--- src/mrpb_pkg.sv ---
`default_nettype none

package mrpb_pkg;

    // widths of the fields on the ports
    localparam int GRID_FIELD_BITS = 10;
    localparam int POS_FIELD_BITS  = 31;

    // op codes of an input beat
    localparam logic [1:0] OP_BEGIN  = 2'd0;
    localparam logic [1:0] OP_GRID   = 2'd1;
    localparam logic [1:0] OP_TOKEN  = 2'd2;
    localparam logic [1:0] OP_FINISH = 2'd3;

    // sticky error codes
    localparam logic [2:0] ERR_NONE     = 3'd0;
    localparam logic [2:0] ERR_EMPTY    = 3'd1;
    localparam logic [2:0] ERR_NO_GRID  = 3'd2;
    localparam logic [2:0] ERR_MISMATCH = 3'd3;
    localparam logic [2:0] ERR_UNUSED   = 3'd4;
    localparam logic [2:0] ERR_OVERFLOW = 3'd5;

    typedef enum logic [2:0] {
        KIND_BEGIN,
        KIND_GRID,
        KIND_TEXT,
        KIND_IMAGE,
        KIND_FINISH
    } item_kind_t;

    // decoded control of one queued item
    typedef struct packed {
        item_kind_t kind;
        logic       start_over;   // begin: start beyond the position range
        logic       grid_empty;   // grid: zero rows or zero columns
    } item_ctrl_t;

endpackage

`default_nettype wire

--- src/mrpb_ram.sv ---
`default_nettype none

module mrpb_ram #(
    parameter int WIDTH = 8,
    parameter int DEPTH = 16,
    localparam int ADDR_W = (DEPTH > 1) ? $clog2(DEPTH) : 1
) (
    input  wire logic              clk,
    input  wire logic              wr_en,
    input  wire logic [ADDR_W-1:0] wr_addr,
    input  wire logic [WIDTH-1:0]  wr_data,
    input  wire logic [ADDR_W-1:0] rd_addr,
    output logic      [WIDTH-1:0]  rd_data
);

    logic [WIDTH-1:0] mem [DEPTH];

    always_ff @(posedge clk)
    begin
        if (wr_en)
        begin
            mem[wr_addr] <= wr_data;
        end
        rd_data <= mem[rd_addr];
    end

endmodule

`default_nettype wire

--- src/mrpb_front.sv ---
`default_nettype none

module mrpb_front
    import mrpb_pkg::*;
#(
    parameter int SIDE_W = 10,
    parameter int POS_W  = 31,
    localparam int ENTRY_W = 4 * SIDE_W
) (
    input  wire logic                       clk,
    input  wire logic                       rst_n,
    input  wire logic                       in_valid,
    output logic                            in_ready,
    input  wire logic [1:0]                 op,
    input  wire logic [POS_FIELD_BITS-1:0]  start_position,
    input  wire logic [GRID_FIELD_BITS-1:0] grid_rows,
    input  wire logic [GRID_FIELD_BITS-1:0] grid_cols,
    input  wire logic                       image_token,
    output logic                            q_valid,
    input  wire logic                       q_pop,
    output item_ctrl_t                      q_ctrl,
    output logic      [POS_W-1:0]           q_start,
    output logic      [ENTRY_W-1:0]         q_entry
);

    item_ctrl_t             dec_ctrl;
    logic [SIDE_W-1:0]      rows_m;
    logic [SIDE_W-1:0]      cols_m;
    logic [SIDE_W-1:0]      side_max;
    logic [2*SIDE_W-1:0]    area;

    item_ctrl_t             ctrl_q_reg  [2];
    logic [POS_W-1:0]       start_q_reg [2];
    logic [ENTRY_W-1:0]     entry_q_reg [2];
    logic                   wr_ptr_reg, wr_ptr_next;
    logic                   rd_ptr_reg, rd_ptr_next;
    logic [1:0]             count_reg, count_next;
    logic                   push;

    // classify the beat
    always_comb
    begin
        rows_m   = grid_rows[SIDE_W-1:0];
        cols_m   = grid_cols[SIDE_W-1:0];
        side_max = (rows_m > cols_m) ? rows_m : cols_m;
        area     = (2*SIDE_W)'(rows_m) * (2*SIDE_W)'(cols_m);

        dec_ctrl.start_over = (start_position >> POS_W) != '0;
        dec_ctrl.grid_empty = (rows_m == '0) || (cols_m == '0);
        case (op)
            OP_BEGIN:  dec_ctrl.kind = KIND_BEGIN;
            OP_GRID:   dec_ctrl.kind = KIND_GRID;
            OP_TOKEN:  dec_ctrl.kind = image_token ? KIND_IMAGE : KIND_TEXT;
            OP_FINISH: dec_ctrl.kind = KIND_FINISH;
            default:   dec_ctrl.kind = KIND_FINISH;
        endcase
    end

    // two-deep queue
    assign in_ready = (count_reg != 2'd2);
    assign push     = in_valid && in_ready;
    assign q_valid  = (count_reg != 2'd0);
    assign q_ctrl   = ctrl_q_reg[rd_ptr_reg];
    assign q_start  = start_q_reg[rd_ptr_reg];
    assign q_entry  = entry_q_reg[rd_ptr_reg];

    always_comb
    begin
        wr_ptr_next = push  ? ~wr_ptr_reg : wr_ptr_reg;
        rd_ptr_next = q_pop ? ~rd_ptr_reg : rd_ptr_reg;
        count_next  = count_reg;
        if (push && !q_pop)
        begin
            count_next = count_reg + 2'd1;
        end
        else if (!push && q_pop)
        begin
            count_next = count_reg - 2'd1;
        end
    end

    always_ff @(posedge clk or negedge rst_n)
    begin
        if (!rst_n)
        begin
            wr_ptr_reg <= 1'b0;
            rd_ptr_reg <= 1'b0;
            count_reg  <= 2'd0;
        end
        else
        begin
            wr_ptr_reg <= wr_ptr_next;
            rd_ptr_reg <= rd_ptr_next;
            count_reg  <= count_next;
        end
    end

    always_ff @(posedge clk)
    begin
        if (push)
        begin
            ctrl_q_reg[wr_ptr_reg]  <= dec_ctrl;
            start_q_reg[wr_ptr_reg] <= start_position[POS_W-1:0];
            entry_q_reg[wr_ptr_reg] <= {area, side_max, cols_m};
        end
    end

endmodule

`default_nettype wire

--- src/mrpb_back.sv ---
`default_nettype none

module mrpb_back
    import mrpb_pkg::*;
#(
    parameter int MAX_GRIDS = 16,
    parameter int SIDE_W    = 10,
    parameter int POS_W     = 31,
    localparam int ENTRY_W  = 4 * SIDE_W,
    localparam int CNT_W    = $clog2(MAX_GRIDS + 1),
    localparam int ADDR_W   = (MAX_GRIDS > 1) ? $clog2(MAX_GRIDS) : 1
) (
    input  wire logic                      clk,
    input  wire logic                      rst_n,
    input  wire logic                      q_valid,
    output logic                           q_pop,
    input  wire item_ctrl_t                q_ctrl,
    input  wire logic [POS_W-1:0]          q_start,
    input  wire logic [ENTRY_W-1:0]        q_entry,
    output logic                           ram_wr_en,
    output logic      [ADDR_W-1:0]         ram_wr_addr,
    output logic      [ENTRY_W-1:0]        ram_wr_data,
    output logic      [ADDR_W-1:0]         ram_rd_addr,
    input  wire logic [ENTRY_W-1:0]        ram_rd_data,
    output logic                           out_valid,
    input  wire logic                      out_ready,
    output logic                           position_valid,
    output logic      [POS_FIELD_BITS-1:0] time_position,
    output logic      [POS_FIELD_BITS-1:0] height_position,
    output logic      [POS_FIELD_BITS-1:0] width_position,
    output logic      [2:0]                error_code,
    output logic      [POS_FIELD_BITS-1:0] next_position
);

    localparam logic [POS_W-1:0] POS_MAX = '1;

    // prompt state
    logic [POS_W-1:0]    cur_reg, cur_next;
    logic [CNT_W-1:0]    loaded_reg, loaded_next;
    logic [CNT_W-1:0]    idx_reg, idx_next;
    logic                in_run_reg, in_run_next;
    logic [SIDE_W-1:0]   row_reg, row_next;
    logic [SIDE_W-1:0]   col_reg, col_next;
    logic [2*SIDE_W-1:0] len_reg, len_next;
    logic [2:0]          err_reg, err_next;

    // head grid read-back with write forwarding
    logic                fwd_hit_reg;
    logic [ENTRY_W-1:0]  fwd_data_reg;
    logic [ENTRY_W-1:0]  head;
    logic [SIDE_W-1:0]   head_cols;
    logic [SIDE_W-1:0]   head_max;
    logic [2*SIDE_W-1:0] head_area;

    // output register
    logic                out_valid_reg, out_valid_next;
    logic                posv_reg;
    logic [POS_W-1:0]    tp_reg, hp_reg, wp_reg, np_reg;
    logic [2:0]          eo_reg;

    logic                fire;
    logic                tok_valid;
    logic [POS_W-1:0]    tp, hp, wp;
    logic [POS_W:0]      adv_sum;
    logic                close_fail;
    logic [POS_W-1:0]    closed_cur;
    logic [CNT_W-1:0]    closed_idx;
    logic                run_ok;
    logic [SIDE_W-1:0]   row_eff, col_eff;
    logic [2*SIDE_W-1:0] len_eff;

    assign fire  = q_valid && (!out_valid_reg || out_ready);
    assign q_pop = fire;

    assign head      = fwd_hit_reg ? fwd_data_reg : ram_rd_data;
    assign head_cols = head[SIDE_W-1:0];
    assign head_max  = head[2*SIDE_W-1:SIDE_W];
    assign head_area = head[ENTRY_W-1:2*SIDE_W];

    assign ram_wr_addr = loaded_reg[ADDR_W-1:0];
    assign ram_wr_data = q_entry;
    assign ram_rd_addr = idx_next[ADDR_W-1:0];

    assign adv_sum    = {1'b0, cur_reg} + (POS_W+1)'(head_max);
    assign close_fail = in_run_reg && (len_reg != head_area);
    assign closed_cur = in_run_reg ? adv_sum[POS_W-1:0] : cur_reg;
    assign closed_idx = in_run_reg ? idx_reg + CNT_W'(1) : idx_reg;

    always_comb
    begin
        cur_next    = cur_reg;
        loaded_next = loaded_reg;
        idx_next    = idx_reg;
        in_run_next = in_run_reg;
        row_next    = row_reg;
        col_next    = col_reg;
        len_next    = len_reg;
        err_next    = err_reg;
        ram_wr_en   = 1'b0;
        tok_valid   = 1'b0;
        tp          = '0;
        hp          = '0;
        wp          = '0;
        run_ok      = 1'b0;
        row_eff     = row_reg;
        col_eff     = col_reg;
        len_eff     = len_reg;

        if (fire)
        begin
            case (q_ctrl.kind)
                KIND_BEGIN:
                begin
                    cur_next    = q_ctrl.start_over ? '0 : q_start;
                    loaded_next = '0;
                    idx_next    = '0;
                    in_run_next = 1'b0;
                    row_next    = '0;
                    col_next    = '0;
                    len_next    = '0;
                    err_next    = q_ctrl.start_over ? ERR_OVERFLOW : ERR_NONE;
                end
                KIND_GRID:
                begin
                    if (err_reg == ERR_NONE)
                    begin
                        if (q_ctrl.grid_empty)
                        begin
                            err_next = ERR_EMPTY;
                        end
                        else if (loaded_reg == CNT_W'(MAX_GRIDS))
                        begin
                            err_next = ERR_OVERFLOW;
                        end
                        else
                        begin
                            ram_wr_en   = 1'b1;
                            loaded_next = loaded_reg + CNT_W'(1);
                        end
                    end
                end
                KIND_TEXT:
                begin
                    if (err_reg == ERR_NONE)
                    begin
                        in_run_next = 1'b0;
                        if (close_fail)
                        begin
                            err_next = ERR_MISMATCH;
                        end
                        else
                        begin
                            idx_next = closed_idx;
                            row_next = '0;
                            col_next = '0;
                            len_next = '0;
                            if (closed_cur == POS_MAX)
                            begin
                                cur_next = closed_cur;
                                err_next = ERR_OVERFLOW;
                            end
                            else
                            begin
                                tok_valid = 1'b1;
                                tp        = closed_cur;
                                hp        = closed_cur;
                                wp        = closed_cur;
                                cur_next  = closed_cur + POS_W'(1);
                            end
                        end
                    end
                end
                KIND_IMAGE:
                begin
                    if (err_reg == ERR_NONE)
                    begin
                        if (in_run_reg)
                        begin
                            run_ok = 1'b1;
                        end
                        else if (idx_reg >= loaded_reg)
                        begin
                            err_next = ERR_NO_GRID;
                        end
                        else if (adv_sum[POS_W])
                        begin
                            err_next = ERR_OVERFLOW;
                        end
                        else
                        begin
                            run_ok  = 1'b1;
                            row_eff = '0;
                            col_eff = '0;
                            len_eff = '0;
                        end

                        if (run_ok)
                        begin
                            in_run_next = 1'b1;
                            row_next    = row_eff;
                            col_next    = col_eff;
                            len_next    = len_eff;
                            if (len_eff >= head_area)
                            begin
                                err_next = ERR_MISMATCH;
                            end
                            else
                            begin
                                tok_valid = 1'b1;
                                tp        = cur_reg;
                                hp        = cur_reg + POS_W'(row_eff);
                                wp        = cur_reg + POS_W'(col_eff);
                                len_next  = len_eff + (2*SIDE_W)'(1);
                                // raster walk: wrap the column, step the row
                                if (({1'b0, col_eff} + (SIDE_W+1)'(1))
                                    >= {1'b0, head_cols})
                                begin
                                    col_next = '0;
                                    row_next = row_eff + SIDE_W'(1);
                                end
                                else
                                begin
                                    col_next = col_eff + SIDE_W'(1);
                                end
                            end
                        end
                    end
                end
                KIND_FINISH:
                begin
                    if (err_reg == ERR_NONE)
                    begin
                        in_run_next = 1'b0;
                        if (close_fail)
                        begin
                            err_next = ERR_MISMATCH;
                        end
                        else
                        begin
                            cur_next = closed_cur;
                            idx_next = closed_idx;
                            row_next = '0;
                            col_next = '0;
                            len_next = '0;
                            if (closed_idx != loaded_reg)
                            begin
                                err_next = ERR_UNUSED;
                            end
                        end
                    end
                end
                default:
                begin
                end
            endcase
        end

        out_valid_next = fire ? 1'b1 : (out_ready ? 1'b0 : out_valid_reg);
    end

    always_ff @(posedge clk or negedge rst_n)
    begin
        if (!rst_n)
        begin
            cur_reg       <= '0;
            loaded_reg    <= '0;
            idx_reg       <= '0;
            in_run_reg    <= 1'b0;
            row_reg       <= '0;
            col_reg       <= '0;
            len_reg       <= '0;
            err_reg       <= ERR_NONE;
            out_valid_reg <= 1'b0;
            fwd_hit_reg   <= 1'b0;
        end
        else
        begin
            cur_reg       <= cur_next;
            loaded_reg    <= loaded_next;
            idx_reg       <= idx_next;
            in_run_reg    <= in_run_next;
            row_reg       <= row_next;
            col_reg       <= col_next;
            len_reg       <= len_next;
            err_reg       <= err_next;
            out_valid_reg <= out_valid_next;
            fwd_hit_reg   <= ram_wr_en && (ram_wr_addr == ram_rd_addr);
        end
    end

    always_ff @(posedge clk)
    begin
        fwd_data_reg <= ram_wr_data;
        if (fire)
        begin
            // an erroring item carries no positions
            posv_reg <= tok_valid && (err_next == ERR_NONE);
            tp_reg   <= (err_next == ERR_NONE) ? tp : '0;
            hp_reg   <= (err_next == ERR_NONE) ? hp : '0;
            wp_reg   <= (err_next == ERR_NONE) ? wp : '0;
            eo_reg   <= err_next;
            np_reg   <= cur_next;
        end
    end

    assign out_valid       = out_valid_reg;
    assign position_valid  = posv_reg;
    assign time_position   = POS_FIELD_BITS'(tp_reg);
    assign height_position = POS_FIELD_BITS'(hp_reg);
    assign width_position  = POS_FIELD_BITS'(wp_reg);
    assign error_code      = eo_reg;
    assign next_position   = POS_FIELD_BITS'(np_reg);

endmodule

`default_nettype wire

--- src/multimodal_rope_position_builder.sv ---
// Three-axis (time, height, width) position builder for a prompt of mixed
// text and image tokens.
// Input channel in_valid/in_ready carries one beat per item: begin prompt,
// add image grid, token (text or image) or finish. Output channel
// out_valid/out_ready returns exactly one beat per input beat, in order.
// Throughput: one beat per cycle, sustained while out_ready stays high. The rate is set by the state
// update of the execute stage, which does one add and one compare per token;
// grid sizes sit in a small RAM whose registered read always tracks the next
// grid to use, with forwarding of a write to that same entry.
// A two-deep queue separates the decode stage from the execute stage, and a
// single output register holds the result; in_ready stays high while the
// queue has room, so a stalled receiver only blocks input once the queue fills.
// Reset clears the position, grid count, run state and the sticky error; grid
// RAM contents are left as they are and only read once written.
// Once an error is raised, every beat other than begin returns no positions
// and carries the error code until the next begin.

`default_nettype none

module multimodal_rope_position_builder
    import mrpb_pkg::*;
#(
    parameter int MAX_GRIDS      = 16,
    parameter int GRID_SIDE_BITS = 10,
    parameter int POSITION_BITS  = 31
) (
    input  wire logic                       clk,
    input  wire logic                       rst_n,
    input  wire logic                       in_valid,
    output logic                            in_ready,
    input  wire logic [1:0]                 op,
    input  wire logic [POS_FIELD_BITS-1:0]  start_position,
    input  wire logic [GRID_FIELD_BITS-1:0] grid_rows,
    input  wire logic [GRID_FIELD_BITS-1:0] grid_cols,
    input  wire logic                       image_token,
    output logic                            out_valid,
    input  wire logic                       out_ready,
    output logic                            position_valid,
    output logic      [POS_FIELD_BITS-1:0]  time_position,
    output logic      [POS_FIELD_BITS-1:0]  height_position,
    output logic      [POS_FIELD_BITS-1:0]  width_position,
    output logic      [2:0]                 error_code,
    output logic      [POS_FIELD_BITS-1:0]  next_position
);

    // grid side bits actually seen on the 10-bit grid fields
    localparam int SIDE_W  = (GRID_SIDE_BITS < GRID_FIELD_BITS) ?
                             GRID_SIDE_BITS : GRID_FIELD_BITS;
    localparam int POS_W   = POSITION_BITS;
    // one grid entry: area, larger side, columns
    localparam int ENTRY_W = 4 * SIDE_W;
    localparam int ADDR_W  = (MAX_GRIDS > 1) ? $clog2(MAX_GRIDS) : 1;

    logic                q_valid;
    logic                q_pop;
    item_ctrl_t          q_ctrl;
    logic [POS_W-1:0]    q_start;
    logic [ENTRY_W-1:0]  q_entry;

    logic                ram_wr_en;
    logic [ADDR_W-1:0]   ram_wr_addr;
    logic [ENTRY_W-1:0]  ram_wr_data;
    logic [ADDR_W-1:0]   ram_rd_addr;
    logic [ENTRY_W-1:0]  ram_rd_data;

    // decode: masks grid sides, precomputes area and larger side
    mrpb_front #(
        .SIDE_W (SIDE_W),
        .POS_W  (POS_W)
    ) u_front (
        .clk            (clk),
        .rst_n          (rst_n),
        .in_valid       (in_valid),
        .in_ready       (in_ready),
        .op             (op),
        .start_position (start_position),
        .grid_rows      (grid_rows),
        .grid_cols      (grid_cols),
        .image_token    (image_token),
        .q_valid        (q_valid),
        .q_pop          (q_pop),
        .q_ctrl         (q_ctrl),
        .q_start        (q_start),
        .q_entry        (q_entry)
    );

    // grid table
    mrpb_ram #(
        .WIDTH (ENTRY_W),
        .DEPTH (MAX_GRIDS)
    ) u_grid_ram (
        .clk     (clk),
        .wr_en   (ram_wr_en),
        .wr_addr (ram_wr_addr),
        .wr_data (ram_wr_data),
        .rd_addr (ram_rd_addr),
        .rd_data (ram_rd_data)
    );

    // execute: position counter, run walk, sticky errors, output register
    mrpb_back #(
        .MAX_GRIDS (MAX_GRIDS),
        .SIDE_W    (SIDE_W),
        .POS_W     (POS_W)
    ) u_back (
        .clk             (clk),
        .rst_n           (rst_n),
        .q_valid         (q_valid),
        .q_pop           (q_pop),
        .q_ctrl          (q_ctrl),
        .q_start         (q_start),
        .q_entry         (q_entry),
        .ram_wr_en       (ram_wr_en),
        .ram_wr_addr     (ram_wr_addr),
        .ram_wr_data     (ram_wr_data),
        .ram_rd_addr     (ram_rd_addr),
        .ram_rd_data     (ram_rd_data),
        .out_valid       (out_valid),
        .out_ready       (out_ready),
        .position_valid  (position_valid),
        .time_position   (time_position),
        .height_position (height_position),
        .width_position  (width_position),
        .error_code      (error_code),
        .next_position   (next_position)
    );

endmodule

`default_nettype wire

--- config.mk ---
export PLATFORM = sky130hd
export DESIGN_NAME = multimodal_rope_position_builder
export DESIGN_NICKNAME = d
export VERILOG_FILES = /design/src/mrpb_pkg.sv /design/src/mrpb_ram.sv /design/src/mrpb_front.sv /design/src/mrpb_back.sv /design/src/multimodal_rope_position_builder.sv
export SDC_FILE = /design/constraint.sdc
export NUM_CORES = 2
export LEC_CHECK = 0
export ABC_AREA = 1
export BUFFER_PORTS_ARGS = -buffer_cell sky130_fd_sc_hd__clkbuf_2
export CELL_PAD_IN_SITES_DETAIL_PLACEMENT = 0
export CELL_PAD_IN_SITES_GLOBAL_PLACEMENT = 1
export CORE_UTILIZATION = 30
export DETAILED_ROUTE_END_ITERATION = 12
export GPL_TIMING_DRIVEN = 0
export PLACE_DENSITY_LB_ADDON = 0.1
export SLEW_MARGIN = 20
export SYNTH_ARGS = -nofsm -noshare
export SYNTH_HDL_FRONTEND = slang
export SYNTH_SLANG_ARGS = --single-unit
--- constraint.sdc ---
create_clock -name clk -period 11.8 [get_ports clk]
set_clock_uncertainty 0.05 [all_clocks]
set_input_delay 3.54 -clock clk [delete_from_list [all_inputs] [get_ports clk]]
set_output_delay 3.54 -clock clk [all_outputs]
set_load 0.1 [all_outputs]
==> flow_metrics.env <==
export IMPL_finalWeightedCongestion=0.892
export IMPL_worstMarginPinSlew_ns=1.19
export IMPL_drt_iter0_drc=3370
export IMPL_grt_overflow=0
export IMPL_antenna_found_initial=13
export IMPL_yosysUniqueCellTypes=61
export IMPL_path_clk_slew_ns=0.06
export IMPL_largest_register_ff_count=640
export IMPL_hold_class="flop to flop"
export IMPL_drv_slew=0
export IMPL_synth_top_area_share_pct=49.8
export IMPL_synth_warnings=0
export IMPL_p_per_area_nw_per_um2=293
export IMPL_start_kind="flop"
export IMPL_setup_viol=0
export IMPL_wl_mm=208
export IMPL_ys_seq_area_share_pct=56.8
export IMPL_arrival_ns=10.29
export IMPL_layoutNonFillerInstCount=8794
export IMPL_die_area_um2=186000
export IMPL_via_per_inst=4.81
export IMPL_die_h_um=431
export IMPL_synth_fp_nets=6141
export IMPL_layout_drive_gt1_share_pct=9.44
export IMPL_rows=157
export IMPL_grtUsageTotal_pct=22.2
export IMPL_postCtsSetupBuffers=0
export IMPL_hpwl_mm=153
export IMPL_root_buffer="clkbuf_16"
export IMPL_hold_buffers=0
export IMPL_end_kind="flop"
export IMPL_boundaryPins=188
export IMPL_portBuffers=187
export IMPL_avgSynthCellArea_um2=9.43
export IMPL_core_um2=183000
export IMPL_synth_seq_cells=1089
export IMPL_crit_slowest_cell="nor2_1"
export IMPL_required_ns=12.25
export IMPL_path_class="flop to flop"
export IMPL_status="finished, final reports clean"
export IMPL_grt_max_degree=62
export IMPL_cap_violations=0
export IMPL_period_minus_slack_ns=9.84
export IMPL_clock_path_buffers=3
export IMPL_first_global_vias=41700
export IMPL_synth_top_cell_by_area="edfxtp_1"
export IMPL_finalHoldViolCount=0
export IMPL_cts_buffers=121
export IMPL_synth_edff_count=918
export IMPL_postLayoutCellArea_um2=64500
export IMPL_synth_flop_cell="edfxtp_1"
export IMPL_start_util_pct=30.2
export IMPL_p_leak_nw=27.1
export IMPL_die_w_um=431
export IMPL_ant_nets=0
export IMPL_maxSlewHeadroom_pct=18.5
export IMPL_max_stage_delay_ns=1.15
export IMPL_wl_per_cell_um=23.7
export IMPL_clock_latency_ns=0.81
export IMPL_ys_async_sr_fraction_pct=8.36
export IMPL_cts_tree="built"
export IMPL_netlist_instances=5867
export IMPL_rsz0062_at_grt="false"
export IMPL_placed_cell_area_um2=60600
export IMPL_dp_cells=8563
export IMPL_nNetsFinal=6496
export IMPL_drc=0
export IMPL_cts_sinks=1089
export IMPL_rrSetupSlack_ns=1.96
export IMPL_fin_crit_sh_pct=83.4
export IMPL_peakVddDrop_uv=239
export IMPL_area_growth_pct=16.7
export IMPL_path_max_fanout=10
export IMPL_cts_htree_levels=3
export IMPL_final_setup_tns_ns=0
export IMPL_cts_resized=0
export IMPL_vias=42300
export IMPL_netlist_area_um2=55300
export IMPL_synthTopCellsByArea="edfxtp_1, nand2_1, nand3_1"
export IMPL_dr_pass1_iters=7
export IMPL_grt_pass1_wl_mm=299
export IMPL_finalPower_mw=18.9
export IMPL_fmax_ghz=0.102
export IMPL_cp_common_cell="nand2_1"
synth_stat cells (all sizes together) (2+ instances only):
library cell	number
a211oi	7
a21boi	16
a21oi	144
a22oi	16
a2bb2oi	2
a31oi	3
buf	145
clkbuf	140
clkinv	4
dfrtp	91
dfxtp	80
edfxtp	918
fa	65
ha	151
inv	722
mux2	10
mux2i	9
nand2	1550
nand3	812
nand3b	123
nand4	58
nor2	356
nor3	46
nor3b	2
nor4	8
o2111ai	2
o211ai	14
o21ai	194
o21bai	4
o22ai	20
o311ai	3
o31ai	31
o41ai	2
or2	8
xnor2	20
xor2	83
power breakdown:
group          internal [mW]  total (mW)  switching (mW)  leakage (nW)
clock                   2.15        3.81            1.66          1.92
sequential              5.43        5.75           0.321          10.3
combinational           1.95        9.39            7.44          14.9
total                   9.52        18.9            9.42          27.1
worst max-delay path, delay by kind of cell (launching register included):
family | cells | cell delay [ns]
DFF | 1 | 0.44
and+or+nand+nor | 14 | 3.78
adders and majority gates | 2 | 0.66
buffers and inverters | 10 | 3.36
AOI/OAI and AO/OA | 4 | 1.19
logic make-up (layout without fill, tap and decap cells):
family | count (synthesis) | in the layout | synth area share (%)
compound gates | 464 | 464 | 4.76
xor+xnor | 103 | 103 | 1.63
fa+ha+maj | 216 | 216 | 5.77
buf+inv | 1011 | 1470 | 7.15
flops | 1089 | 1089 | 56.8
mux | 19 | 19 | 0.366
other cells | 0 | 4 | 0
simple gates | 2965 | 2965 | 23.5
stage by stage:
stage	setup WS (ns)	util, %	hold WS, ns
floorplan	0.661	-	0.396
global placement	-4.97	32.4	0.412
detailed placement	1.93	33.1	0.415
CTS	1.85	35.2	0.432
global route	1.55	35.2	0.459
finish	1.96	35.2	0.429
worst paths after layout:
| path | startpoint | end | depth (start not counted) |
|---|---|---|---|
| min reg2reg | u_front.count_reg[0] | u_front.count_reg[0] | 1 |
| min in group asynchronous | rst_n | u_back.row_reg[8] | 1 |
| max | u_back.fwd_hit_reg | u_back.time_position[22] | 30 |
| max reg2reg | u_back.fwd_hit_reg | u_back.time_position[22] | 30 |
| max in group asynchronous | rst_n | u_back.cur_reg[28] | 2 |
| min | u_front.count_reg[0] | u_front.count_reg[0] | 1 |
metal layers:
| metal | share of wire (%) | global-route usage [%] | up-vias | wire length [um] |
|---|---|---|---|---|
| li1 | - | - | 20400 | - |
| met1 | 46 | 31.1 | 20600 | 96400 |
| met2 | 47 | 36.6 | 1102 | 97400 |
| met3 | 4.5 | 2.29 | 226 | 9480 |
| met4 | 2.5 | 5.87 | 2 | 5120 |
| met5 | 0.0038 | 0 | - | 8 |
cell usage in the layout, fill, tap and decap left out, types with 121 or more instances in the layout:
cell type  count
nand2_1     1537
edfxtp_1     918
nand3_1      809
inv_1        706
nor2_1       323
clkbuf_2     188
o21ai_0      173
clkbuf_1     167
ha_1         151
a21oi_1      143
nand3b_1     123
clkbuf_16    121
layout make-up:
type / count / area [um2]
antenna: 4 / 10.0
buffer: 285 / 1230
tap: 2464 / 3080
clock inverter: 75 / 774
inverter: 726 / 2730
clock buffer: 152 / 3160
sequential: 1089 / 31400
timing repair buffer: 232 / 2020
multi-input combinational: 3767 / 20100
fill: 18800 / 119000
No activity file was read; power rests on OpenSTA's default activity.
